$ cat config.mk
export PLATFORM = sky130hd
export DESIGN_NAME = bia_map_ram
export DESIGN_NICKNAME = d
export VERILOG_FILES = /design/src/rtl/bia_map_ram.sv
export SDC_FILE = /design/constraint.sdc
export NUM_CORES = 2
export LEC_CHECK = 0
export ABC_AREA = 1
export BUFFER_PORTS_ARGS = -buffer_cell sky130_fd_sc_hd__buf_2
export CAP_MARGIN = 5
export CORE_ASPECT_RATIO = 1.25
export CORE_UTILIZATION = 60
export CTS_CLUSTER_DIAMETER = 50
export DETAILED_ROUTE_END_ITERATION = 16
export PLACE_DENSITY_LB_ADDON = 0.05
export REMOVE_ABC_BUFFERS = 1
export SYNTH_ARGS = -nofsm -noshare
export SYNTH_HDL_FRONTEND = slang
export SYNTH_SLANG_ARGS = --single-unit
$ cat constraint.sdc
create_clock -name i_clk -period 7.17 [get_ports i_clk]
set_input_delay 0.3585 -clock i_clk [delete_from_list [all_inputs] [get_ports i_clk]]
set_output_delay 0.3585 -clock i_clk [all_outputs]
set_load 0.02 [all_outputs]
$ cat src/rtl/bia_map_ram.sv
// used-map storage: one write port, one read port, registered read data
module bia_map_ram #(
    parameter int unsigned DEPTH = 128,
    parameter int unsigned WIDTH = 32,
    localparam int unsigned AW = (DEPTH > 1) ? $clog2(DEPTH) : 1
) (
    input  logic             i_clk,
    input  logic             i_we,
    input  logic [AW-1:0]    i_waddr,
    input  logic [WIDTH-1:0] i_wdata,
    input  logic             i_re,
    input  logic [AW-1:0]    i_raddr,
    output logic [WIDTH-1:0] o_rdata
);

    logic [WIDTH-1:0] mem [DEPTH];
    logic [WIDTH-1:0] r_rdata;

    always_ff @(posedge i_clk) begin
        if (i_we) begin
            mem[i_waddr] <= i_wdata;
        end
        if (i_re) begin
            r_rdata <= mem[i_raddr];
        end
    end

    assign o_rdata = r_rdata;

endmodule

Word level (Yosys, flattened, before mapping)
Memory sizes are Yosys's and may differ from the RTL's. A register that Yosys moved wholly into a read port is not among the register bits. Index checks and enable logic that the tools add are counted.

Mux-type cells: 2.

Operators by type and width (number): $mux 1 (2).

Register bits: 0. RAM bits: 4096. Output and inout port bits: 32. Memories: 1.

Memories: mem (words 128, bits a word 32, read ports 1, clocked after memory_dff 1, wr ports 1, line 16) `logic [WIDTH-1:0] mem [DEPTH];`.

Logic depth before layout (Yosys ltp)
Depth in word-level cells: 2. Depth in mapped cells: 13. Gate-level depth less buffers: 9.

Least setup slack after synthesis
No wires, ideal clock.

Path type: input to register. Start point: input port i_we. End point: memory mem[105][0] (enable). Library setup time: 0.421 ns. Arrival: 2.335 ns. Data required time: 6.749 ns. Path slack: 4.414 ns. Stages: 4. Path buffers: 2. Path through: clkbuf_1 nand2_1 clkbuf_1 nor2_1.

Word-level cells in the longest chain between the ends: 2.

Ends and longest elaborated chain: start, declared (line 8) `input logic i_we,`; $mux 1 (line 20) `if (i_we) begin`; $mux 1 (implied by the code) (line 21) `mem[i_waddr] <= i_wdata;`; end, declared (line 16).

No other way between the ends.

==> results.md <==
- Worst setup path end: o_rdata[5]
- Area of the core: between 200000 and 300000 µm²
- Startpoint Class: input port
- Antenna violations before repair: 41
- Arrival time at the worst endpoint: just under 5 ns
- Ratio of final minimum period to clock period: 0.583
- Average wire per standard cell: between 20 and 30 µm
- Final standard cell utilization of the core: 0.669
- Min cycle time layout: between 4 and 5 ns
- Sum of negative setup slack: 0 ns
- Post-CTS Setup Repair Bufs: 0
- Ys async rst share: 0
- Total die area: roughly 280000 µm²
- Total count of max-transition violations in the final report: 0
- Number of non-filler instances in the completed layout: approximately 17k
- Register bit total from synthesis: between 4k and 5k
- Count of flip-flops with a built-in enable after synthesis: approximately 4.1k
- Maximum number of pins on one net before global-route repair: 194
- Peak supply drop: between 0.2 and 0.25 mV
- Number of vias in the routed layout: between 100k and 150k
- Max Buffers Root-to-Sink: 4
- CP Class: in -> reg
- Worst-case reg-to-reg path depth: 8
- Post-CTS Resized: 0
- Final count of negative-setup-slack endpoints: 0
- Quantity of I/O buffers inserted on ports: 80
- Layout-stage area growth over the synthesis result: 10.5%
- Clock input transition at the sequential cells of the worst setup and hold paths: 0.06 ns
- Share of final-layout standard cells stronger than drive strength 1: 0.0795
- Max-slew headroom at the worst pin: 0.210
- Overall routing resource usage: 0.357
- Count leader, synth: sky130_fd_sc_hd__nand2_1
- Post-Syn Area: 165000 µm²
- Critical Path Fanout Max: 193
- DRC violation total after the first TritonRoute iteration: around 16k
- Placed Cells incl. Taps: 16.4k
- Number of levels in the clock H-tree: 5
- Peak Freq: between 200 and 250 MHz
- Setup repair after global routing missed its margin: false
- Reg-to-Reg End: o_rdata[5]
- Number of hold-repair buffers added at the cts stage: 12
- Wire length of the first global-routing pass: about 700 mm
- Clk_skew: roughly 0.043 ns
- Element type at the critical path end: register
- Internal reg-to-reg setup slack: roughly 4.5 ns
- Yosys Warn Count: 0
- Pwr Density: approximately 280 nW/µm²
- Count of TritonRoute iterations in the first routing pass: 9
- Hold Fails Final Rpt: 0
- Worst setup path startpoint: i_raddr[0]
- Final ANT Viol Nets: 0
- TritonCTS Sinks: a little over 4k
- Via count of the first global-routing pass: about 100k
- Clock tree from TritonCTS: built
- Total number of nets in the final design: around 13k
- Standard-cell row count: about 210
- Worst path required time: a little under 8 ns
- GPL Wtd Cong: 0.840
- Main area contributors after synthesis: sky130_fd_sc_hd__edfxtp_1 75%, sky130_fd_sc_hd__nand3_1 12%, sky130_fd_sc_hd__nand2_1 9.4%
- Cell type contributing the most total cell area after synthesis: sky130_fd_sc_hd__edfxtp_1
- Number of remaining DRC errors: 0
- Launch point of the worst reg-to-reg path: mem[35][5]
- Starting Density: 0.605
- Floorplan die height: just under 600 µm
- Leak Pwr: approximately 0.063 µW
- Slew @ Worst Pin: about 1.2 ns
- CTS root buffer: sky130_fd_sc_hd__clkbuf_16
- I/O pin count: 81
- Count of unique library cells instantiated by Yosys: 14
- Outcome: finished clean
- Final HPWL DP: roughly 260 mm
- Total gr overflow: 0
- CTS buffer count: between 400 and 500
- Portion of the post-synthesis area used by sequential elements: 0.751
- Top cells by instance count after synthesis: 4151 x sky130_fd_sc_hd__nand2_1, 4128 x sky130_fd_sc_hd__edfxtp_1, 4035 x sky130_fd_sc_hd__nand3_1
- Share of the synthesized area in the top cell type: 0.751
- Mean Syn Cell Area: roughly 12 µm²
- Classification of the worst-slack hold path: in -> reg
- Clock latency on the worst-skew pair: between 0.9 and 1 ns
- Vias per std cell: between 6 and 7
- Final routed wirelength across all metal layers: about 500 mm
- Die extent in x: between 400 and 500 µm
- Number of violations of the max-capacitance limit: 0
- Fillers: about 19k
- Leading register cell type out of synthesis: sky130_fd_sc_hd__edfxtp_1
- Instance count of the mapped netlist: 13.4k
- Total power after layout: 51200 µW
routing by layer:
layer  up-vias  global-route usage  routed length (µm)
met5         -                   0                  80
met4        12               0.175               25900
met3      1071              0.0638               55000
met2      6767               0.564              234000
met1     54500               0.483              184000
li1      47700                   -                   -
stage by stage:
stage                     setup WS, ns  cell area, µm²  hold slack (ns)
after floorplan                  -3.49          160000            0.457
after global placement            2.44          169000            0.794
after detailed placement          2.43          169000            0.799
after CTS                         3.40          182000          0.00795
after global routing              3.22          182000           0.0246
final                             2.99          182000          0.00961
sequential cells by signal (all words and copies together), names as in the netlist:
name and count:
o_rdata 32, mem 4096
worst min-delay path by stage:
stage	startpoint	cells past startpoint	end
floorplan	i_wdata[0]	0	mem[0][0]
global placement	i_wdata[0]	1	mem[78][0]
detailed placement	i_wdata[0]	1	mem[76][0]
CTS	i_wdata[26]	1	mem[7][26]
global route	i_wdata[26]	1	mem[7][26]
finish	i_wdata[26]	1	mem[7][26]
critical path, stage by stage:
cell and delay [ns]:
sky130_fd_sc_hd__buf_12 0.17, sky130_fd_sc_hd__inv_16 0.63, sky130_fd_sc_hd__buf_12 0.54, sky130_fd_sc_hd__buf_12 0.58, sky130_fd_sc_hd__nand2_1 0.12, sky130_fd_sc_hd__nand3_1 0.11
sky130_fd_sc_hd__nand3_1 0.09, sky130_fd_sc_hd__nand3_1 0.18, sky130_fd_sc_hd__nand3_1 0.12, sky130_fd_sc_hd__nand3_1 0.46, sky130_fd_sc_hd__nand3_1 0.70, sky130_fd_sc_hd__nand2_1 0.26
cells by family (layout without fill, tap and decap cells):
| logic type | count (synthesis) | after routing | share of synthesized area |
|---|---|---|---|
| DFF | 4128 | 4128 | 0.751 |
| other | 0 | 24 | 0 |
| and+or+nand+nor | 8328 | 8328 | 0.220 |
| buffers and inverters | 933 | 1127 | 0.0284 |
cell type report:
cell class / count / area (µm²) / area share
Timing Repair Buffer: 366 / 3210 / 0.0176
Clock buffer: 477 / 10600 / 0.0581
Inverter: 24 / 143 / 0.000782
Tap cell: 3564 / 4460 / 0.0245
Antenna cell: 24 / 60.1 / 0.000329
Sequential cell: 4128 / 124000 / 0.680
Multi-Input combinational cell: 8328 / 37300 / 0.205
Clock inverter: 260 / 2600 / 0.0143
power breakdown:
| group | switching [µW] | total, µW | internal [µW] |
|---|---|---|---|
| Clock | 9110 | 21400 | 12300 |
| Combinational | 2420 | 3080 | 664 |
| Sequential | 54.1 | 26700 | 26700 |
cells in the final DEF (no fill, tap or decap), drive strengths merged:
| cell type | instances |
|---|---|
| nor3 | 8 |
| edfxtp | 4128 |
| clkbuf | 477 |
| clkinvlp | 24 |
| dlygate4sd3 | 12 |
| buf | 354 |
| nor2 | 134 |
| inv | 46 |
| nand2 | 4151 |
| diode | 24 |
| clkinv | 167 |
| bufinv | 47 |
| nand3 | 4035 |
(Power assumes the default switching activity.)
