<file path="src/rtl/bia_word_eval.sv">
// per-word evaluation: in-range used count and first clear bit at or above a start bit
module bia_word_eval #(
    parameter int unsigned WORD_BITS = 32,
    parameter int unsigned SW = 13,
    localparam int unsigned BW = $clog2(WORD_BITS),
    localparam int unsigned LW = BW + 1
) (
    input  logic [WORD_BITS-1:0] i_word,
    input  logic [SW-1:0]        i_base,
    input  logic [SW-1:0]        i_limit,
    input  logic [LW-1:0]        i_lo,
    output logic                 o_found,
    output logic [BW-1:0]        o_pos,
    output logic [LW-1:0]        o_used
);

    logic [SW-1:0]        room;
    logic [WORD_BITS-1:0] in_map;
    logic [WORD_BITS-1:0] avail;

    always_comb begin
        // ids from this word's base up to the id limit; bits below this count are in range
        room = (i_limit > i_base) ? (i_limit - i_base) : '0;
        for (int j = 0; j < WORD_BITS; j++) begin
            in_map[j] = SW'(j) < room;
            avail[j]  = in_map[j] && !i_word[j] && (LW'(j) >= i_lo);
        end
        o_used  = LW'($countones(in_map & i_word));
        o_found = |avail;
        o_pos   = '0;
        for (int j = WORD_BITS - 1; j >= 0; j--) begin
            if (avail[j]) begin
                o_pos = BW'(j);
            end
        end
    end

endmodule

</file>
<file path="config.mk">
export PLATFORM = sky130hd
export DESIGN_NAME = bia_word_eval
export DESIGN_NICKNAME = d
export VERILOG_FILES = /design/src/rtl/bia_word_eval.sv
export SDC_FILE = /design/constraint.sdc
export NUM_CORES = 1
export LEC_CHECK = 0
export ABC_AREA = 1
export BUFFER_PORTS_ARGS = -buffer_cell sky130_fd_sc_hd__clkbuf_2
export CAP_MARGIN = 30
export CORE_ASPECT_RATIO = 0.8
export CORE_MARGIN = 2
export CORE_UTILIZATION = 40
export DETAILED_ROUTE_END_ITERATION = 10
export PLACE_DENSITY = 0.62
export SETUP_SLACK_MARGIN = 0.05
export SYNTH_ARGS = -nofsm -noshare
export SYNTH_HDL_FRONTEND = slang
export SYNTH_SLANG_ARGS = --single-unit
</file>
<file path="constraint.sdc">
create_clock -name vclk -period 11.38
set_input_delay 0 -clock vclk [all_inputs]
set_output_delay 0 -clock vclk [all_outputs]
set_load 0.02 [all_outputs]
</file>
### Yosys cells after proc, flatten, opt, wreduce, memory -nomap -nowiden

Cells that the tools add are included.

* bits in registers: 0
* input port bits: 64
* output and inout port bits: 12
* word-level logic and storage cells: 228

* add/subtract/negate cells: 32
* $lt $le $gt $ge: 65
* muxes and demuxes: 33
* bitwise operators: 1
* reductions and logical operators: 97

Operator list (count)
* 5-bit by 13-bit less-than comparator with 1-bit output, first input constant: 16
* 5-bit two-way mux: 32
* 4-bit by 13-bit less-than comparator with 1-bit output, first input constant: 8
* 5-bit by 6-bit >= comparator with 1-bit output, first input constant: 16
* 1-bit logical AND: 64
* 3-bit by 13-bit less-than comparator with 1-bit output, first input constant: 4
* 4-bit by 6-bit >= comparator with 1-bit output, first input constant: 8
* 1-bit by 1-bit adder with 2-bit output: 16
* 32-bit AND: 1
* 1-bit logical NOT: 32
* 32-bit OR reduction: 1
* 1-bit by 13-bit less-than comparator with 1-bit output, first input constant: 2
* 2-bit by 13-bit less-than comparator with 1-bit output, first input constant: 2
* 2-bit by 2-bit adder with 3-bit output: 8
* 3-bit by 6-bit >= comparator with 1-bit output, first input constant: 4
* 3-bit by 3-bit adder with 4-bit output: 4
* 13-bit greater-than comparator: 1
* 13-bit two-way mux: 1
* 13-bit subtractor: 1
* 1-bit by 6-bit >= comparator with 1-bit output, first input constant: 2
* 2-bit by 6-bit >= comparator with 1-bit output, first input constant: 2
* 4-bit by 4-bit adder with 5-bit output: 2
* 5-bit by 5-bit adder with 6-bit output: 1

### Depth between registers and ports, before layout

* word-level depth: 37
* mapped depth: 46
* gate-level depth less buffers: 45

### Worst setup path before layout

OpenSTA, ideal clock, no wires.

* path kind: input -> output
* start: in i_limit[0]
* end: out o_used[4]
* arrival time: 6.284 ns
* required time: 11.380 ns
* slack: 5.096 ns
* stages: 30
* buffers on the path: 0
* path through: inv_1 ha_1 fa_1 inv_1 nand3_1 nand3_1 nand2_1 nand4_1 nand2_1 nand2_1 nand2_1 nor2_1 nand2_2 nor2_1 inv_1 a21oi_1 nor2_1 fa_1 inv_1 fa_1 fa_1 fa_1 fa_1 inv_1 fa_1 ha_1 inv_1 fa_1 o21ai_0 xor2_1

* cells in the longest elaborated chain, start to end: 9
* elaborated cells between the ends (all ways): 67
* those cells by class: add/sub (32); order compare (33); mux (1); bitwise (1)

RTL lines
* from (decl): RTL line 10 `input logic [SW-1:0] i_limit,`
* 13-bit subtractor / 13-bit greater-than comparator (equally long branches): RTL line 23 `room = (i_limit > i_base) ? (i_limit - i_base) : '0;`
* 13-bit two-way mux (*): RTL line 23
* 1-bit by 13-bit less-than comparator with 1-bit output (tied with other cells): RTL line 25 `in_map[j] = SW'(j) < room;`
* 32-bit AND (*): RTL line 28 `o_used = LW'($countones(in_map & i_word));`
* 1-bit by 1-bit adder with 2-bit output (not written as such): RTL line 28
* 2-bit by 2-bit adder with 3-bit output (not written as such): RTL line 28
* 3-bit by 3-bit adder with 4-bit output (not written as such): RTL line 28
* 4-bit by 4-bit adder with 5-bit output (not written as such): RTL line 28
* 5-bit by 5-bit adder with 6-bit output (not written as such) (*): RTL line 28
* to (decl): RTL line 14 `output logic [LW-1:0] o_used`

Every way passes the cells marked *; elsewhere a longest branch is shown, timed or not.

### Worst setup path in the final report

* start: in i_base[8]
* end: out o_used[4]

* cells in the longest elaborated chain, start to end: 9
* elaborated cells between the ends (all ways): 67
* those cells by class: add/sub (32); order compare (33); mux (1); bitwise (1)

RTL lines
* from (decl): RTL line 9 `input logic [SW-1:0] i_base,`
* 13-bit subtractor / 13-bit greater-than comparator (equally long branches): RTL line 23
* 13-bit two-way mux (*): RTL line 23
* 1-bit by 13-bit less-than comparator with 1-bit output (tied with other cells): RTL line 25
* 32-bit AND (*): RTL line 28
* 1-bit by 1-bit adder with 2-bit output (not written as such): RTL line 28
* 2-bit by 2-bit adder with 3-bit output (not written as such): RTL line 28
* 3-bit by 3-bit adder with 4-bit output (not written as such): RTL line 28
* 4-bit by 4-bit adder with 5-bit output (not written as such): RTL line 28
* 5-bit by 5-bit adder with 6-bit output (not written as such) (*): RTL line 28

Marks and branches as above.

==> reports/metrics.yaml <==
overflow: 0
post-dp-hpwl_um: 8260
die_h_um: 82.3
worstHoldStart: "i_word[0]"
slew_viol_final: 0
routed_wl_um: 9170
finalCritPeriodShare_pct: 60.6
top_layer_used: "met4"
io_pins: 76
grt_pass1_wl_um: 15400
layout_common_cells: "nand2_1 (182), inv_1 (115), nor2_1 (78)"
drv_cap: 0
crit_path_max_incr_delay_ns: 0.55
critPathCaptureType: "primary output"
crit_path_top_delay_cell: "fa_1"
outcome: "finished clean"
portBuffers: 76
start_util_pct: 41.4
mostFrequentLayoutCell: "nand2_1"
wl_met3_um: 776
setup_tns_ns: 0
gr-usage-all-layers_pct: 22.9
core_area_um2: 7390
max-slew-margin-rel_pct: 61.0
finalSetupViolations: 0
ys_seq_area_share_pct: 0
ys_warn_count: 0
cp_common_cell: "fa_1"
seq_area_um2: 0
hold_path_end: "o_pos[0]"
hold_viol: 0
rows: 28
postLayoutCellArea_um2: 3560
grt_pass1_vias: 3348
antenna_left: 0
hold_path_depth: 4
wl_per_cell_um: 12.4
hold_class: "in -> out"
start_kind: "primary input"
crit_fanout: 9
via_count: 3620
fmax_mhz: 145
layout_min_cycle_time_ns: 6.90
die_width_um: 102
crit_arrival_ns: 6.90
worst_slew_pin_slew_ns: 0.578
routedLengthMet1_um: 4690
drc: 0
antenna_found_initial: 0
wl_met2_um: 3590
die_area_um2: 8370
crit_required_ns: 11.38
rsz0062_at_grt: "no"
syn_avg_cell_area_um2: 5.48
holdBufCountCts: 0
ys_types: 44
seq_cells: 0
post_cts_buffers: 0
dpl-instance-area_um2: 3560
synthCells: 559
syn_area_um2: 3060
layout-drive-gt1-share_pct: 16.4
cts.repair.resized: 0
routabilityCongestion: 0.911
n_antenna_cell: 0
drtPass1Iterations: 6
grt_max_degree: 12
synth_fp_nets: 668
path_class: "in -> out"
drtIter0Drc: 241
nets: 744
clkbuf_count: 0
vias_per_cell: 4.91
synthToLayoutAreaGrowth_pct: 16.2
==> area by class of cell <==
cell class                 count  area [um^2]
fill                         842         3830
multi-input combinational    436         2590
inverter                     121          454
timing repair buffer          76          380
tap                          105          131
==> logic make-up after synthesis <==
family | share of synthesized area (%)
xor gates and xnor gates | 1.43
AOI/OAI and AO/OA | 13.9
adders and majority gates | 24.5
buffers and inverters | 15.3
and+or+nand+nor | 44.8
==> per-stage QoR <==
step           hold slack [ns]  instances  utilization, %  setup WS [ns]
6_report                 0.442        738            48.1           4.48
4_1_cts                  0.446        738            48.1           4.48
5_1_grt                  0.469        738            48.1           4.01
2_1_floorplan            0.208        559               -           5.10
3_3_place_gp             0.446        738            48.1           4.59
3_5_place_dp             0.446        738            48.1           4.53
==> metal layers <==
layer | GRT usage (%) | vias up
li1 | - | 1877
met1 | 36.3 | 1583
met2 | 34.9 | 150
met3 | 1.09 | 10
met4 | 2.80 | 0
met5 | 0 | -
==> worst max-delay path: cells and delay by family <==
family | cells | cell delay (ns)
xor+xnor | 1 | 0.17
fa+ha+maj | 9 | 3.98
compound gates | 3 | 0.56
simple gates | 10 | 1.53
buf+inv | 8 | 0.67
==> synthesized netlist by cell type, types with 2 or more instances <==
library cell | n | area share [%]
a211oi_1 | 2 | 0.49
a21boi_0 | 2 | 0.49
a21oi_1 | 21 | 3.4
a21oi_2 | 2 | 0.57
a31oi_1 | 8 | 1.6
fa_1 | 25 | 16
ha_1 | 20 | 8.2
inv_1 | 115 | 14
inv_2 | 5 | 0.61
nand2_1 | 182 | 22
nand2_2 | 6 | 1.2
nand2_4 | 2 | 0.74
nand3_1 | 20 | 3.3
nand3_2 | 2 | 0.65
nand3b_1 | 8 | 2.0
nand4_1 | 8 | 1.6
nor2_1 | 78 | 9.6
nor2_2 | 3 | 0.61
nor3_1 | 4 | 0.65
nor4_1 | 2 | 0.41
o211ai_1 | 3 | 0.74
o21ai_0 | 16 | 2.6
xor2_1 | 4 | 1.1
==> worst max path at each step <==
stage               startpoint         to  slack (ns)  depth (start not counted)
global placement     i_base[8]  o_used[4]        4.59                         31
detailed placement   i_base[8]  o_used[4]        4.53                         31
finish               i_base[8]  o_used[4]        4.48                         31
floorplan           i_limit[0]  o_used[4]        5.10                         30
CTS                  i_base[8]  o_used[4]        4.48                         31
global route         i_base[8]  o_used[4]        4.01                         31
Power is not shown: default switching activity piles up to over one toggle a cycle in this logic, so the estimate is an artifact.
