==> config.mk <==
export PLATFORM = sky130hd
export DESIGN_NAME = bia_ctrl
export DESIGN_NICKNAME = d
export VERILOG_FILES = /design/src/rtl/bia_pkg.sv /design/src/rtl/bia_ctrl.sv
export SDC_FILE = /design/constraint.sdc
export NUM_CORES = 1
export LEC_CHECK = 0
export BUFFER_PORTS_ARGS = -buffer_cell sky130_fd_sc_hd__buf_4
export CORE_ASPECT_RATIO = 1.1
export CORE_MARGIN = 3
export CORE_UTILIZATION = 35
export DETAILED_ROUTE_END_ITERATION = 7
export GPL_TIMING_DRIVEN = 0
export PLACE_DENSITY = 0.54
export SLEW_MARGIN = 10
export SYNTH_ARGS = -nofsm -noshare
export SYNTH_HDL_FRONTEND = slang
export SYNTH_SLANG_ARGS = --single-unit
==> constraint.sdc <==
create_clock -name i_clk -period 7.5 [get_ports i_clk]
set_input_delay 0.75 -clock i_clk [delete_from_list [all_inputs] [get_ports i_clk]]
set_output_delay 0.75 -clock i_clk [all_outputs]
set_load 0.005 [all_outputs]
==> src/rtl/bia_pkg.sv <==
// shared widths, command and status codes for the bitmap id allocator
package bia_pkg;

    // defaults for the top-level parameters; WORD_BITS is a power of two
    localparam int unsigned NUM_IDS_DEF   = 4096;
    localparam int unsigned WORD_BITS_DEF = 32;

    // fixed port widths
    localparam int unsigned CMD_W    = 3;
    localparam int unsigned ID_W     = 12;
    localparam int unsigned WIDX_W   = 7;
    localparam int unsigned WDATA_W  = 32;
    localparam int unsigned STATUS_W = 2;
    localparam int unsigned CNT_W    = 13;

    typedef enum logic [CMD_W-1:0] {
        CMD_QUERY  = 3'd0,
        CMD_ALLOC  = 3'd1,
        CMD_FREE   = 3'd2,
        CMD_LOAD   = 3'd3,
        CMD_RESCAN = 3'd4
    } t_cmd;

    typedef enum logic [STATUS_W-1:0] {
        ST_OK        = 2'd0,
        ST_NOT_FOUND = 2'd1,
        ST_NO_SPACE  = 2'd2,
        ST_FAULT     = 2'd3
    } t_status;

endpackage

==> src/rtl/bia_ctrl.sv <==
// command sequencer: read-modify-write of map words, forward search and rescan sweep
module bia_ctrl #(
    parameter int unsigned NUM_IDS = bia_pkg::NUM_IDS_DEF,
    parameter int unsigned WORD_BITS = bia_pkg::WORD_BITS_DEF,
    localparam int unsigned MAP_WORDS = (NUM_IDS + WORD_BITS - 1) / WORD_BITS,
    localparam int unsigned AW = (MAP_WORDS > 1) ? $clog2(MAP_WORDS) : 1,
    localparam int unsigned BW = $clog2(WORD_BITS),
    localparam int unsigned SW = AW + BW + 1
) (
    input  logic                          i_clk,
    input  logic                          i_rst_n,
    input  logic                          i_in_valid,
    output logic                          o_in_ready,
    input  logic [bia_pkg::CMD_W-1:0]     i_cmd,
    input  logic [bia_pkg::ID_W-1:0]      i_node_id,
    input  logic [bia_pkg::WIDX_W-1:0]    i_word_index,
    input  logic [bia_pkg::WDATA_W-1:0]   i_word_data,
    output logic                          o_out_valid,
    input  logic                          i_out_ready,
    output logic [bia_pkg::STATUS_W-1:0]  o_status,
    output logic [bia_pkg::CNT_W-1:0]     o_granted_id,
    output logic [bia_pkg::CNT_W-1:0]     o_free_left,
    input  logic                          i_cfg_we,
    input  logic [bia_pkg::CNT_W-1:0]     i_cfg_data,
    output logic                          o_map_re,
    output logic [AW-1:0]                 o_map_raddr,
    input  logic [WORD_BITS-1:0]          i_map_rdata,
    output logic                          o_map_we,
    output logic [AW-1:0]                 o_map_waddr,
    output logic [WORD_BITS-1:0]          o_map_wdata,
    output logic [WORD_BITS-1:0]          o_eval_word,
    output logic [SW-1:0]                 o_eval_base,
    output logic [SW-1:0]                 o_eval_limit,
    output logic [BW:0]                   o_eval_lo,
    input  logic                          i_eval_found,
    input  logic [BW-1:0]                 i_eval_pos,
    input  logic [BW:0]                   i_eval_used
);

    import bia_pkg::*;

    localparam int unsigned IW = $clog2(NUM_IDS + 1);
    localparam int unsigned CW = (ID_W > SW) ? ID_W : SW;
    localparam int unsigned LW = BW + 1;

    typedef enum logic [5:0] {
        S_CLEAR  = 6'b000001,
        S_IDLE   = 6'b000010,
        S_EXEC   = 6'b000100,
        S_SCAN   = 6'b001000,
        S_RESCAN = 6'b010000,
        S_POST   = 6'b100000
    } t_state;

    // control state
    t_state             r_state,      n_state;
    logic [AW-1:0]      r_clr_addr,   n_clr_addr;
    logic [IW-1:0]      r_id_count,   n_id_count;
    logic [IW-1:0]      r_free_count, n_free_count;
    logic [IW-1:0]      r_next_free,  n_next_free;
    logic               r_out_valid,  n_out_valid;

    // request and working registers
    logic [CMD_W-1:0]   r_cmd,        n_cmd;
    logic [ID_W-1:0]    r_id,         n_id;
    logic [WIDX_W-1:0]  r_widx,       n_widx;
    logic [WDATA_W-1:0] r_wdata,      n_wdata;
    logic [AW-1:0]      r_scan_word,  n_scan_word;
    logic [IW-1:0]      r_used,       n_used;
    logic               r_hint_found, n_hint_found;
    logic [IW-1:0]      r_hint,       n_hint;
    t_status            r_res_status, n_res_status;
    logic [IW-1:0]      r_res_granted, n_res_granted;
    t_status            r_out_status, n_out_status;
    logic [CNT_W-1:0]   r_out_granted, n_out_granted;
    logic [CNT_W-1:0]   r_out_free,   n_out_free;

    logic [AW-1:0]      alloc_word;
    logic [BW-1:0]      alloc_bit;
    logic [AW-1:0]      id_word;
    logic [BW-1:0]      id_bit;
    logic               id_out;
    logic               hint_out;
    logic               word_end;
    logic [IW-1:0]      eval_hit_id;
    logic [IW-1:0]      used_sum;

    assign alloc_word = AW'(r_next_free >> BW);
    assign alloc_bit  = r_next_free[BW-1:0];
    assign id_word    = AW'(r_id >> BW);
    assign id_bit     = r_id[BW-1:0];
    assign id_out     = CW'(r_id) >= CW'(r_id_count);
    assign hint_out   = r_next_free >= r_id_count;

    // the alloc step searches the word it just marked; the sweeps see plain read data
    always_comb begin
        if (r_state == S_EXEC) begin
            o_eval_word = i_map_rdata | (WORD_BITS'(1) << alloc_bit);
            o_eval_base = SW'(alloc_word) << BW;
            o_eval_lo   = LW'(alloc_bit) + LW'(1);
        end else begin
            o_eval_word = i_map_rdata;
            o_eval_base = SW'(r_scan_word) << BW;
            o_eval_lo   = '0;
        end
    end

    assign o_eval_limit = SW'(r_id_count);
    assign word_end     = (o_eval_base + SW'(WORD_BITS)) >= SW'(r_id_count);
    assign eval_hit_id  = IW'(o_eval_base + SW'(i_eval_pos));
    assign used_sum     = r_used + IW'(i_eval_used);

    always_comb begin
        n_state       = r_state;
        n_clr_addr    = r_clr_addr;
        n_id_count    = r_id_count;
        n_free_count  = r_free_count;
        n_next_free   = r_next_free;
        n_out_valid   = r_out_valid;
        n_cmd         = r_cmd;
        n_id          = r_id;
        n_widx        = r_widx;
        n_wdata       = r_wdata;
        n_scan_word   = r_scan_word;
        n_used        = r_used;
        n_hint_found  = r_hint_found;
        n_hint        = r_hint;
        n_res_status  = r_res_status;
        n_res_granted = r_res_granted;
        n_out_status  = r_out_status;
        n_out_granted = r_out_granted;
        n_out_free    = r_out_free;
        o_map_re      = 1'b0;
        o_map_raddr   = '0;
        o_map_we      = 1'b0;
        o_map_waddr   = r_clr_addr;
        o_map_wdata   = '0;

        if (r_out_valid && i_out_ready) begin
            n_out_valid = 1'b0;
        end

        case (r_state)
            S_CLEAR: begin
                o_map_we   = 1'b1;
                n_clr_addr = r_clr_addr + AW'(1);
                if (r_clr_addr == AW'(MAP_WORDS - 1)) begin
                    n_state = S_IDLE;
                end
            end
            S_IDLE: begin
                if (i_in_valid) begin
                    n_cmd    = i_cmd;
                    n_id     = i_node_id;
                    n_widx   = i_word_index;
                    n_wdata  = i_word_data;
                    n_state  = S_EXEC;
                    o_map_re = 1'b1;
                    case (i_cmd)
                        CMD_ALLOC: begin
                            o_map_raddr = alloc_word;
                        end
                        CMD_RESCAN: begin
                            o_map_raddr  = '0;
                            n_scan_word  = '0;
                            n_used       = '0;
                            n_hint_found = 1'b0;
                            n_state      = S_RESCAN;
                        end
                        default: begin
                            o_map_raddr = AW'(i_node_id >> BW);
                        end
                    endcase
                end
            end
            S_EXEC: begin
                n_state       = S_POST;
                n_res_status  = ST_OK;
                n_res_granted = '0;
                case (r_cmd)
                    CMD_QUERY: begin
                        if (r_id != '0 && (id_out || !i_map_rdata[id_bit])) begin
                            n_res_status = ST_NOT_FOUND;
                        end
                    end
                    CMD_ALLOC: begin
                        if (r_free_count == '0) begin
                            n_res_status = ST_NO_SPACE;
                        end else if (hint_out || i_map_rdata[alloc_bit]) begin
                            n_res_status = ST_FAULT;
                        end else begin
                            o_map_we      = 1'b1;
                            o_map_waddr   = alloc_word;
                            o_map_wdata   = o_eval_word;
                            n_free_count  = r_free_count - IW'(1);
                            n_res_granted = r_next_free;
                            if (i_eval_found) begin
                                n_next_free = eval_hit_id;
                            end else if (word_end) begin
                                n_next_free = r_id_count;
                            end else begin
                                n_scan_word = alloc_word + AW'(1);
                                o_map_re    = 1'b1;
                                o_map_raddr = alloc_word + AW'(1);
                                n_state     = S_SCAN;
                            end
                        end
                    end
                    CMD_FREE: begin
                        if (id_out || !i_map_rdata[id_bit]) begin
                            n_res_status = ST_FAULT;
                        end else begin
                            o_map_we    = 1'b1;
                            o_map_waddr = id_word;
                            o_map_wdata = i_map_rdata & ~(WORD_BITS'(1) << id_bit);
                            if (CW'(r_next_free) > CW'(r_id)) begin
                                n_next_free = IW'(r_id);
                            end
                            if (r_free_count < IW'(NUM_IDS)) begin
                                n_free_count = r_free_count + IW'(1);
                            end
                        end
                    end
                    CMD_LOAD: begin
                        // a word index past the map is dropped
                        if (32'(r_widx) < MAP_WORDS) begin
                            o_map_we    = 1'b1;
                            o_map_waddr = AW'(r_widx);
                            o_map_wdata = WORD_BITS'(r_wdata);
                        end
                    end
                    default: begin
                        n_res_status = ST_FAULT;
                    end
                endcase
            end
            S_SCAN: begin
                if (i_eval_found) begin
                    n_next_free = eval_hit_id;
                    n_state     = S_POST;
                end else if (word_end) begin
                    n_next_free = r_id_count;
                    n_state     = S_POST;
                end else begin
                    n_scan_word = r_scan_word + AW'(1);
                    o_map_re    = 1'b1;
                    o_map_raddr = r_scan_word + AW'(1);
                end
            end
            S_RESCAN: begin
                n_used = used_sum;
                if (!r_hint_found && i_eval_found) begin
                    n_hint_found = 1'b1;
                    n_hint       = eval_hit_id;
                end
                if (word_end) begin
                    n_free_count  = r_id_count - used_sum;
                    n_res_status  = ST_OK;
                    n_res_granted = '0;
                    n_state       = S_POST;
                    if (r_hint_found) begin
                        n_next_free = r_hint;
                    end else if (i_eval_found) begin
                        n_next_free = eval_hit_id;
                    end else begin
                        n_next_free = r_id_count;
                    end
                end else begin
                    n_scan_word = r_scan_word + AW'(1);
                    o_map_re    = 1'b1;
                    o_map_raddr = r_scan_word + AW'(1);
                end
            end
            S_POST: begin
                if (!r_out_valid || i_out_ready) begin
                    n_out_valid   = 1'b1;
                    n_out_status  = r_res_status;
                    n_out_granted = CNT_W'(r_res_granted);
                    n_out_free    = CNT_W'(r_free_count);
                    n_state       = S_IDLE;
                end
            end
            default: begin
                n_state = S_IDLE;
            end
        endcase

        // id_count write: zero becomes one, clamp to the map size
        if (i_cfg_we) begin
            if (i_cfg_data == '0) begin
                n_id_count = IW'(1);
            end else if (32'(i_cfg_data) > NUM_IDS) begin
                n_id_count = IW'(NUM_IDS);
            end else begin
                n_id_count = IW'(i_cfg_data);
            end
        end
    end

    always_ff @(posedge i_clk) begin
        if (!i_rst_n) begin
            r_state      <= S_CLEAR;
            r_clr_addr   <= '0;
            r_id_count   <= IW'(NUM_IDS);
            r_free_count <= IW'(NUM_IDS);
            r_next_free  <= '0;
            r_out_valid  <= 1'b0;
        end else begin
            r_state      <= n_state;
            r_clr_addr   <= n_clr_addr;
            r_id_count   <= n_id_count;
            r_free_count <= n_free_count;
            r_next_free  <= n_next_free;
            r_out_valid  <= n_out_valid;
        end
    end

    always_ff @(posedge i_clk) begin
        r_cmd         <= n_cmd;
        r_id          <= n_id;
        r_widx        <= n_widx;
        r_wdata       <= n_wdata;
        r_scan_word   <= n_scan_word;
        r_used        <= n_used;
        r_hint_found  <= n_hint_found;
        r_hint        <= n_hint;
        r_res_status  <= n_res_status;
        r_res_granted <= n_res_granted;
        r_out_status  <= n_out_status;
        r_out_granted <= n_out_granted;
        r_out_free    <= n_out_free;
    end

    assign o_in_ready   = (r_state == S_IDLE);
    assign o_out_valid  = r_out_valid;
    assign o_status     = r_out_status;
    assign o_granted_id = r_out_granted;
    assign o_free_left  = r_out_free;

endmodule

## Yosys cells after proc, flatten, opt, wreduce, memory -nomap -nowiden

Index checks and enable logic that the tools add are counted.

- Output and inout bits: 142
- Flip-flop bits (word level): 184
- Input port bits: 116

- Bitwise operators: 3
- Shifts and indexed selects: 2
- Order comparisons: 8
- Add/sub/neg operators: 10
- Reductions and logical operators: 27
- Eq/ne operators: 30
- Muxes and demuxes: 103

Operators by type and width:

| cell | number |
|---|---|
| $mux 13 | 22 |
| $mux 32 | 5 |
| $mux 7 | 21 |
| $pmux 13 s2 | 5 |
| $pmux 32 s3 | 1 |
| $mux 6 | 11 |
| $shl 1x5->32 const A | 2 |
| $pmux 7 s4 | 2 |
| $pmux 13 s3 | 1 |
| $pmux 6 s6 | 1 |
| $and 32x32->32 | 1 |
| $not 32->32 | 1 |
| $or 32x32->32 | 1 |
| $ge 13x13->1 | 2 |
| $logic_not 13->1 | 2 |
| $add 7x1->7 const B | 3 |
| $pmux 7 s3 | 1 |
| $ne 2x2->1 const B | 10 |
| $mux 1 | 18 |
| $ne 3x3->1 const B | 5 |
| $pmux 7 s2 | 1 |
| $reduce_and 7->1 | 2 |
| $add 12x5->13 | 1 |
| $add 12x6->13 const B | 1 |
| 43 further kinds | 63 |

## Logic depth before layout (Yosys ltp)

Gate-level depths: netlist (run 1).

- Word-level depth: 10
- Mapped depth: 19
- Mapped depth without buffers: 16

## Worst setup path after synthesis (run 1)

OpenSTA, ideal clock, no wires.

- Kind: reg-to-output
- Start: register r_state[4]
- End: output port o_map_raddr[2]
- Required time: 6.750 ns
- Data arrival time: 4.122 ns
- Stages on the path, launching flop included: 18
- Slack: 2.628 ns
- Cell sequence: dfxtp_1 -> nor4_1 -> nand2_1 -> clkbuf_1 -> mux2i_1 -> inv_1 -> ha_1 -> nand4_1 -> xnor2_1 -> ha_1 -> a2111o_1 -> o22ai_1 -> or2_2 -> and2_1 -> buf_1 -> nand2_1 -> or3_1 -> o221ai_1

- Longest elaborated chain between the ends: 10

Ends and longest elaborated chain:

| item | RTL line | source |
|---|---|---|
| start, declared | bia_ctrl.sv:56 | `t_state r_state, n_state;` |
| start signal, assigned | bia_ctrl.sv:309 | `r_state <= n_state;` |
| $eq 6x3->1 * | bia_ctrl.sv:97 | `if (r_state == S_EXEC) begin` |
| $mux 12 * | bia_ctrl.sv:97 |  |
| via o_eval_base[6] | bia_ctrl.sv:32 | `output logic [SW-1:0] o_eval_base,` |
| $add 12x6->13 * | bia_ctrl.sv:109 | `assign word_end = (o_eval_base + SW'(WORD_BITS)) >= SW'(r_id_count);` |
| $ge 13x13->1 * | bia_ctrl.sv:109 |  |
| $mux 7 | bia_ctrl.sv:199 | `end else if (word_end) begin` |
| $mux 7 | bia_ctrl.sv:197 | `if (i_eval_found) begin` |
| $mux 7 | bia_ctrl.sv:189 | `end else if (hint_out \|\| i_map_rdata[alloc_bit]) begin` |
| $mux 7 | bia_ctrl.sv:187 | `if (r_free_count == '0) begin` |
| $mux 7 | bia_ctrl.sv:180 | `case (r_cmd)` |
| $pmux 7 s4 * | bia_ctrl.sv:143 | `case (r_state)` |
| end, declared | bia_ctrl.sv:26 | `output logic [AW-1:0] o_map_raddr,` |

Mark *: on every way through the listed nets, which the timed path passes. The rest lies on a longest branch.

## Final worst setup path (run 1)

- Start: register r_state[4]
- End: output port o_map_raddr[4]

- Longest elaborated chain between the ends: 10

Ends and longest elaborated chain:

| item | RTL line |
|---|---|
| $eq 6x3->1 | bia_ctrl.sv:97, bia_ctrl.sv:143 |
| $mux 12 | bia_ctrl.sv:97 |
| $add 12x6->13 | bia_ctrl.sv:109 |
| $ge 13x13->1 | bia_ctrl.sv:109 |
| $mux 7 | bia_ctrl.sv:199 |
| $mux 7 | bia_ctrl.sv:197 |
| $mux 7 | bia_ctrl.sv:189 |
| $mux 7 | bia_ctrl.sv:187 |
| $mux 7 | bia_ctrl.sv:180 |
| $pmux 7 s4 * | bia_ctrl.sv:143 |

Every way passes the cells marked *; elsewhere a longest branch is shown, timed or not.

==> flow_results.xml, run 1 <==
<?xml version="1.0" encoding="UTF-8"?>
<metrics>
  <group name="finish">
    <metric name="drive_gt1_share" unit="%">22.20</metric>
    <metric name="layout_commonest_cell" unit="">sky130_fd_sc_hd__buf_4</metric>
    <metric name="diodes" unit="">0</metric>
    <metric name="fillerInstances" unit="">3482</metric>
    <metric name="finalNonFillerCells" unit="">2098</metric>
    <metric name="final_cell_mix" unit="">sky130_fd_sc_hd__buf_4, sky130_fd_sc_hd__nand2_1, sky130_fd_sc_hd__edfxtp_1, sky130_fd_sc_hd__nor2_1, sky130_fd_sc_hd__a21oi_1</metric>
    <metric name="fin_nets" unit="">1807</metric>
    <metric name="area_growth_syn_to_layout" unit="%">24.70</metric>
  </group>
  <group name="route">
    <metric name="postRouteAntennaNets" unit="">0</metric>
    <metric name="route.detailed.vias_per_inst" unit="">5.703</metric>
    <metric name="drt-wirelength-per-cell" unit="microns">22.96</metric>
    <metric name="first_pass_iters" unit="">8</metric>
    <metric name="totalWireLength" unit="microns">48170</metric>
    <metric name="drt_drc_violations_left" unit="">0</metric>
    <metric name="detail_route.iter0.violations" unit="">1229</metric>
    <metric name="via_count" unit="">11965</metric>
  </group>
  <group name="setup_path">
    <metric name="timing_worst_setup_path_type" unit="">flip-flop to output pin</metric>
    <metric name="timing.critical_path.buf_inv" unit="">4</metric>
    <metric name="start_point_of_the_critical_path" unit="">r_state[4]</metric>
    <metric name="cp_cell_sequence" unit="">nor4_2 -&gt; nand2_1 -&gt; clkbuf_1 -&gt; mux2i_1 -&gt; inv_1 -&gt; ha_1 -&gt; nand4_1 -&gt; xnor2_1 -&gt; ha_1 -&gt; a2111o_1 -&gt; o22ai_1 -&gt; or2_2 -&gt; and2_1 -&gt; buf_1 -&gt; nand2_1 -&gt; or3_1 -&gt; o221ai_1 -&gt; buf_4</metric>
    <metric name="cp.arrival" unit="ps">6230</metric>
    <metric name="cp-end-kind" unit="">output pin</metric>
    <metric name="critical_path.reg2reg.startpoint" unit="">r_state[4]</metric>
    <metric name="timing.critical_path.max_delay_family" unit="">simple AND/OR/NAND/NOR gates</metric>
    <metric name="slowest_stage" unit="">sky130_fd_sc_hd__mux2i_1</metric>
    <metric name="delay_of_the_slowest_cell_on_the_worst_path" unit="ps">560</metric>
    <metric name="worstSetupStartpointType" unit="">flip-flop</metric>
    <metric name="critPathMaxFanout" unit="">10</metric>
    <metric name="worstPathRequired" unit="ps">6750</metric>
  </group>
  <group name="job">
    <metric name="maxCapViolations" unit="">0</metric>
  </group>
  <group name="die">
    <metric name="floorplan.die.width" unit="microns">186.4</metric>
    <metric name="floorplan.initialDensity" unit="%">35.56</metric>
    <metric name="rows" unit="">72</metric>
    <metric name="die-area" unit="sq um">38100</metric>
    <metric name="fp.dieH" unit="microns">204.4</metric>
    <metric name="core_region_area" unit="sq um">35220</metric>
    <metric name="number_of_ports_placed_on_the_die_boundary" unit="">258</metric>
  </group>
  <group name="global_route">
    <metric name="via_count_of_the_first_global_routing_pass" unit="">11607</metric>
    <metric name="gr-usage-all-layers" unit="%">24.36</metric>
    <metric name="grt_antenna_before_repair" unit="">0</metric>
    <metric name="grt_overflow" unit="">0</metric>
    <metric name="largest_net_degree_at_the_start_of_global_routing" unit="">37</metric>
    <metric name="grt_first_pass_wirelength" unit="microns">71000</metric>
  </group>
  <group name="power_and_ir_drop">
    <metric name="power_density" unit="nW/um^2">147.1</metric>
    <metric name="total_design_power" unit="mW">2.298</metric>
    <metric name="ir_drop" unit="uV">162.6</metric>
    <metric name="p_leak" unit="nW">6.224</metric>
  </group>
  <group name="hold_path">
    <metric name="worst_hold_path_type" unit="">flip-flop to flip-flop</metric>
    <metric name="holdCritStartpoint" unit="">r_res_granted[4]</metric>
  </group>
  <group name="cts">
    <metric name="htree_levels" unit="">4</metric>
    <metric name="tritoncts.num_buffers" unit="">17</metric>
    <metric name="numClockSinks" unit="">183</metric>
    <metric name="clkLatencyLatePin" unit="ps">460</metric>
    <metric name="cts_tree" unit="">built</metric>
    <metric name="cts.clk_slew.worst_paths" unit="ps">80</metric>
    <metric name="cts_buffer_depth" unit="">2</metric>
    <metric name="clk_root_buffer_cell" unit="">sky130_fd_sc_hd__clkbuf_16</metric>
  </group>
  <group name="yosys">
    <metric name="synth_async_sr_flop_share" unit="%">0</metric>
    <metric name="yosysSeqAreaShare" unit="%">39.63</metric>
    <metric name="synth_ff_type" unit="">sky130_fd_sc_hd__edfxtp_1</metric>
    <metric name="synth_edf_count" unit="">130</metric>
    <metric name="synthesis.area_per_instance" unit="sq um">9.419</metric>
    <metric name="distinct_cell_type_count_of_the_synthesized_netlist" unit="">77</metric>
    <metric name="yosysWarningCount" unit="">0</metric>
    <metric name="postSynthRegisterBits" unit="">183</metric>
    <metric name="synthCells" unit="">1330</metric>
    <metric name="mappedNetlistArea" unit="sq um">12530</metric>
  </group>
  <group name="timing">
    <metric name="hold_viol_final" unit="">0</metric>
    <metric name="timing.hold.ws" unit="ps">418.8</metric>
    <metric name="finalSetupViolCount" unit="">0</metric>
    <metric name="worst-slew-pin-transition" unit="ps">1167</metric>
    <metric name="number_of_pins_exceeding_their_max_slew_limit_in_the_final_report" unit="">0</metric>
    <metric name="slew-limit-headroom" unit="%">22.18</metric>
    <metric name="rsz0062_at_grt" unit="">no</metric>
    <metric name="finalSetupTns" unit="ps">0</metric>
    <metric name="finalClockSkew" unit="ps">14.07</metric>
    <metric name="max_freq" unit="MHz">143.2</metric>
    <metric name="finalWorstPathRequiredPeriod" unit="ps">6983</metric>
    <metric name="layout_worst_path_cycle_share" unit="%">93.10</metric>
  </group>
  <group name="placement">
    <metric name="dp.cells" unit="">2066</metric>
    <metric name="portBuffers" unit="">249</metric>
    <metric name="dpl.hpwl" unit="microns">38220</metric>
    <metric name="place.gp.congestion" unit="">0.9446</metric>
  </group>
  <group name="status">
    <metric name="status" unit="">finished clean</metric>
  </group>
</metrics>
-- logic make-up after synthesis --
kind of cell,after synthesis,synth area share [%]
xor gates and xnor gates,50,3.496
other,1,0.02994
adders and majority gates,87,8.869
DFF,183,39.63
AOI/OAI and AO/OA,391,22.08
buffers and inverters,140,4.634
muxes,44,4.734
and+or+nand+nor,434,16.52
-- flip-flops by register name, indices dropped and copies added, names as in the netlist --
name / cells
o_eval_limit: 13
o_free_left: 13
o_granted_id: 13
o_out_valid: 1
o_status: 2
r_clr_addr: 7
r_cmd: 3
r_free_count: 13
r_hint: 12
r_hint_found: 1
r_id: 12
r_next_free: 13
r_res_granted: 13
r_res_status: 2
r_scan_word: 7
r_state: 6
r_used: 13
r_wdata: 32
r_widx: 7
-- path summary, 6_finish.rpt --
check / endpoint / slack [ps] / cells after the start
worst max-delay path: o_map_raddr[4] / 520 / 18
worst min-delay path: o_granted_id[4] / 420 / 0
worst max register to register: r_scan_word[0] / 1010 / 16
worst min register to register: o_granted_id[4] / 420 / 0
-- synthesized netlist by cell type, types with 7 or more instances --
cell / n / share of area (%)
sky130_fd_sc_hd__nand2_1: 148 / 4.4
sky130_fd_sc_hd__edfxtp_1: 130 / 31
sky130_fd_sc_hd__nor2_1: 112 / 3.4
sky130_fd_sc_hd__a21oi_1: 86 / 3.4
sky130_fd_sc_hd__ha_1: 84 / 8.4
sky130_fd_sc_hd__clkbuf_1: 61 / 1.8
sky130_fd_sc_hd__o21ai_0: 57 / 2.3
sky130_fd_sc_hd__dfxtp_1: 53 / 8.5
sky130_fd_sc_hd__inv_1: 49 / 1.5
sky130_fd_sc_hd__nor3_1: 31 / 1.2
sky130_fd_sc_hd__mux2i_1: 30 / 2.4
sky130_fd_sc_hd__a31o_2: 28 / 2.0
sky130_fd_sc_hd__a222oi_1: 26 / 2.1
sky130_fd_sc_hd__nand3_1: 26 / 1.0
sky130_fd_sc_hd__o21a_1: 26 / 1.6
sky130_fd_sc_hd__xor2_1: 26 / 1.8
sky130_fd_sc_hd__xnor2_1: 24 / 1.7
sky130_fd_sc_hd__a211oi_1: 21 / 1.3
sky130_fd_sc_hd__and3_1: 21 / 1.0
sky130_fd_sc_hd__a32oi_1: 17 / 1.2
sky130_fd_sc_hd__nor4_1: 15 / 0.75
sky130_fd_sc_hd__a31oi_1: 14 / 0.70
sky130_fd_sc_hd__and2_1: 14 / 0.70
sky130_fd_sc_hd__mux4_2: 12 / 2.2
sky130_fd_sc_hd__a21o_1: 11 / 0.66
sky130_fd_sc_hd__buf_2: 11 / 0.44
sky130_fd_sc_hd__nor2b_1: 11 / 0.55
sky130_fd_sc_hd__or3_1: 11 / 0.55
sky130_fd_sc_hd__o311ai_0: 10 / 0.70
sky130_fd_sc_hd__a22oi_1: 9 / 0.54
sky130_fd_sc_hd__a2bb2oi_1: 9 / 0.63
sky130_fd_sc_hd__nand2b_1: 9 / 0.45
sky130_fd_sc_hd__o2111ai_1: 9 / 0.63
sky130_fd_sc_hd__o22ai_1: 9 / 0.45
sky130_fd_sc_hd__buf_1: 8 / 0.24
sky130_fd_sc_hd__nand4_1: 8 / 0.40
sky130_fd_sc_hd__a22o_1: 7 / 0.49
sky130_fd_sc_hd__buf_4: 7 / 0.42
sky130_fd_sc_hd__o211ai_1: 7 / 0.42
sky130_fd_sc_hd__or3b_1: 7 / 0.49
-- routing by layer --
metal	track usage [%]	vias to the layer above	share of wire (%)
met2	43.20	512	50
met4	10.56	0	4.1
met5	0	-	0
met1	29.22	5725	40
met3	4.151	106	6.2
li1	-	5622	-
-- power by group --
part	internal, mW	switching (mW)
registers	1.09	0.0184
clock network	0.439	0.453
logic	0.141	0.159
-- per-stage QoR --
stage	setup WS, ps	util [%]	area [sq um]
2_1_floorplan	2628	-	12550
3_3_place_gp	680.2	42.63	15020
3_5_place_dp	764.1	42.72	15050
4_1_cts	233.2	44.33	15610
5_1_grt	190.0	44.35	15620
6_report	517.5	44.35	15620
-- cell type report --
class	instances	area, sq um	share of cell area, %
plain buffers	89	390.4	2.499
clock buffers	17	425.4	2.723
clock inverters	15	140.1	0.8971
inverters	51	191.4	1.225
multi-input cells	1012	7018	44.93
flip-flops and latches	183	4965	31.78
well taps	481	601.8	3.853
repair buffers	250	1889	12.09
-- repair_timing --
item                                    CTS  global route
endpoints found under the setup margin    0             8
setup buffers                             0             0
resized for setup                         0             3
hold buffers                              0             0
Note: power is estimated with default switching activity, not from simulation.
==> inputs of run 2 (changes only) <==
--- a/config.mk
+++ b/config.mk
@@ -7,7 +7,7 @@
 export LEC_CHECK = 0
 export BUFFER_PORTS_ARGS = -buffer_cell sky130_fd_sc_hd__buf_4
 export CORE_ASPECT_RATIO = 1.1
-export CORE_MARGIN = 3
+export CORE_MARGIN = 1.5
 export CORE_UTILIZATION = 35
 export DETAILED_ROUTE_END_ITERATION = 7
 export GPL_TIMING_DRIVEN = 0
==> run 2 against run 1 <==
  * Count of clock-buffer cells in the layout unchanged
  * Total power up 0.35%
  * Design area about the same
  * Register-to-register slack better by 330 ps
  * Sequential power about the same
  * Critical path type unchanged
  * Largest power group unchanged
==> flow_results.xml, run 2 (synthesized netlist as in run 1, its figures left out) <==
<?xml version="1.0" encoding="UTF-8"?>
<metrics>
  <group name="status">
    <metric name="status" unit="">finished clean</metric>
  </group>
  <group name="global_route">
    <metric name="grt_overflow" unit="">0</metric>
    <metric name="largest_net_degree_at_the_start_of_global_routing" unit="">41</metric>
    <metric name="grt_first_pass_wirelength" unit="microns">72110</metric>
    <metric name="grt_antenna_before_repair" unit="">0</metric>
    <metric name="via_count_of_the_first_global_routing_pass" unit="">12080</metric>
    <metric name="gr-usage-all-layers" unit="%">26.07</metric>
  </group>
  <group name="finish">
    <metric name="drive_gt1_share" unit="%">22.25</metric>
    <metric name="diodes" unit="">0</metric>
    <metric name="layout_commonest_cell" unit="">sky130_fd_sc_hd__buf_4</metric>
    <metric name="fin_nets" unit="">1808</metric>
    <metric name="area_growth_syn_to_layout" unit="%">24.73</metric>
    <metric name="final_cell_mix" unit="">sky130_fd_sc_hd__buf_4, sky130_fd_sc_hd__nand2_1, sky130_fd_sc_hd__edfxtp_1, sky130_fd_sc_hd__nor2_1, sky130_fd_sc_hd__a21oi_1</metric>
    <metric name="top_register" unit="">r_wdata</metric>
    <metric name="layout.core_utilization" unit="%">44.36</metric>
    <metric name="flip_flop_count_of_the_largest_register_all_copies_and_words_added" unit="">32</metric>
    <metric name="layout.cell_area.non_filler" unit="sq um">15630</metric>
    <metric name="finalNonFillerCells" unit="">2099</metric>
  </group>
  <group name="placement">
    <metric name="postPlaceCellArea" unit="sq um">15050</metric>
    <metric name="place.gp.congestion" unit="">0.9032</metric>
    <metric name="pre_cts_slack" unit="ps">738.2</metric>
    <metric name="dpl.hpwl" unit="microns">38260</metric>
    <metric name="dp.cells" unit="">2066</metric>
    <metric name="portBuffers" unit="">249</metric>
  </group>
  <group name="setup_path">
    <metric name="cp.arrival" unit="ps">6160</metric>
    <metric name="start_point_of_the_critical_path" unit="">r_state[4]</metric>
    <metric name="cp_cell_sequence" unit="">nor4_2 -&gt; nand2_1 -&gt; clkbuf_1 -&gt; mux2i_1 -&gt; inv_1 -&gt; ha_1 -&gt; nand4_1 -&gt; xnor2_1 -&gt; ha_1 -&gt; a2111o_1 -&gt; o22ai_1 -&gt; or2_2 -&gt; and2_1 -&gt; buf_1 -&gt; nand2_1 -&gt; or3_1 -&gt; o221ai_1 -&gt; buf_4</metric>
    <metric name="timing_worst_setup_path_type" unit="">flip-flop to output pin</metric>
    <metric name="worstPathRequired" unit="ps">6750</metric>
    <metric name="critical_path_depth" unit="">18</metric>
    <metric name="regToRegEndpoint" unit="">r_scan_word[6]</metric>
    <metric name="worstSetupStartpointType" unit="">flip-flop</metric>
    <metric name="critPathMaxFanout" unit="">10</metric>
    <metric name="cp-end-kind" unit="">output pin</metric>
    <metric name="crit_path_end" unit="">o_map_raddr[2]</metric>
    <metric name="r2r.worst_path.cells" unit="">17</metric>
    <metric name="timing.critical_path.max_delay_family" unit="">simple AND/OR/NAND/NOR gates</metric>
    <metric name="delay_of_the_slowest_cell_on_the_worst_path" unit="ps">540</metric>
    <metric name="slowest_stage" unit="">sky130_fd_sc_hd__mux2i_1</metric>
    <metric name="reg2reg_slack" unit="ps">1340</metric>
    <metric name="timing.critical_path.buf_inv" unit="">4</metric>
    <metric name="critical_path.reg2reg.startpoint" unit="">r_state[4]</metric>
  </group>
  <group name="hold_path">
    <metric name="min_path_cells" unit="">0</metric>
    <metric name="worst_hold_path_type" unit="">flip-flop to flip-flop</metric>
    <metric name="holdCritStartpoint" unit="">r_res_granted[12]</metric>
  </group>
  <group name="timing">
    <metric name="finalSetupViolCount" unit="">0</metric>
    <metric name="finalWorstPathRequiredPeriod" unit="ps">6914</metric>
    <metric name="rsz0062_at_grt" unit="">no</metric>
    <metric name="max_freq" unit="MHz">144.6</metric>
    <metric name="hold_viol_final" unit="">0</metric>
    <metric name="finalClockSkew" unit="ps">14.76</metric>
    <metric name="layout_worst_path_cycle_share" unit="%">92.19</metric>
    <metric name="worst-slew-pin-transition" unit="ps">955.1</metric>
    <metric name="post-route-worst-setup-slack" unit="ps">585.7</metric>
    <metric name="slew-limit-headroom" unit="%">35.84</metric>
    <metric name="finalSetupTns" unit="ps">0</metric>
    <metric name="number_of_pins_exceeding_their_max_slew_limit_in_the_final_report" unit="">0</metric>
  </group>
  <group name="power_and_ir_drop">
    <metric name="power_density" unit="nW/um^2">147.6</metric>
    <metric name="p_leak" unit="nW">6.219</metric>
    <metric name="ir_drop" unit="uV">150.9</metric>
  </group>
  <group name="cts">
    <metric name="post-cts-setup-buffer-count" unit="">0</metric>
    <metric name="tritoncts.num_buffers" unit="">17</metric>
    <metric name="cts.clk_slew.worst_paths" unit="ps">80</metric>
    <metric name="cts_buffer_depth" unit="">2</metric>
    <metric name="cts_tree" unit="">built</metric>
    <metric name="clkLatencyLatePin" unit="ps">460</metric>
    <metric name="clk_root_buffer_cell" unit="">sky130_fd_sc_hd__clkbuf_16</metric>
    <metric name="htree_levels" unit="">4</metric>
    <metric name="numClockSinks" unit="">183</metric>
  </group>
  <group name="die">
    <metric name="core_region_area" unit="sq um">35220</metric>
    <metric name="die-area" unit="sq um">36940</metric>
    <metric name="fp.dieH" unit="microns">201.4</metric>
    <metric name="number_of_ports_placed_on_the_die_boundary" unit="">258</metric>
    <metric name="floorplan.initialDensity" unit="%">35.56</metric>
    <metric name="floorplan.die.width" unit="microns">183.4</metric>
    <metric name="rows" unit="">72</metric>
  </group>
  <group name="route">
    <metric name="totalWireLength" unit="microns">48200</metric>
    <metric name="drt_drc_violations_left" unit="">0</metric>
    <metric name="route.detailed.vias_per_inst" unit="">5.745</metric>
    <metric name="first_pass_iters" unit="">8</metric>
    <metric name="detail_route.iter0.violations" unit="">1228</metric>
    <metric name="drt-wirelength-per-cell" unit="microns">22.96</metric>
    <metric name="postRouteAntennaNets" unit="">0</metric>
    <metric name="via_count" unit="">12059</metric>
  </group>
  <group name="job">
    <metric name="maxCapViolations" unit="">0</metric>
  </group>
</metrics>
[run 2: through the flow]
| step | total power, mW | hold slack (ps) |
|---|---|---|
| 4_1_cts | 2.315 | 422.0 |
| 6_report | 2.306 | 425.1 |
| 3_5_place_dp | 1.428 | 406.5 |
| 2_1_floorplan | 1.276 | 400.3 |
| 5_1_grt | 2.385 | 431.2 |
| 3_3_place_gp | 1.426 | 406.2 |
[run 2: repair_timing]
action                                  CTS  global route
hold buffers                              0             0
endpoints found under the setup margin    0             6
resized for setup                         0             3
[run 2: worst min-delay path by stage]
stage / end / slack, ps
after detailed placement: o_granted_id[8] / 410
after CTS: o_granted_id[8] / 420
final: o_granted_id[12] / 430
after floorplan: o_granted_id[0] / 400
after global placement: o_status[0] / 410
after global routing: o_granted_id[12] / 430
[run 2: final cells by class]
| type | instances | area [sq um] |
|---|---|---|
| Timing Repair Buffer | 251 | 1894 |
| Buffer | 89 | 390.4 |
| Fill cell | 3503 | 19600 |
| Multi-Input combinational cell | 1012 | 7018 |
| Tap cell | 481 | 601.8 |
| Sequential cell | 183 | 4965 |
| Inverter | 51 | 191.4 |
| Clock inverter | 15 | 138.9 |
| Clock buffer | 17 | 425.4 |
[run 2: report_power, final]
group	leakage, nW	switching, mW	internal, mW	total (mW)
clock	0.268	0.459	0.439	0.898
sequential	1.59	0.0186	1.09	1.11
combinational	4.36	0.161	0.142	0.302
[run 2: layer usage]
layer | wire length [microns] | global-route usage, %
met5 | 0 | 0
met4 | 2226 | 12.24
met3 | 2850 | 4.543
met2 | 24070 | 45.87
met1 | 19050 | 30.57
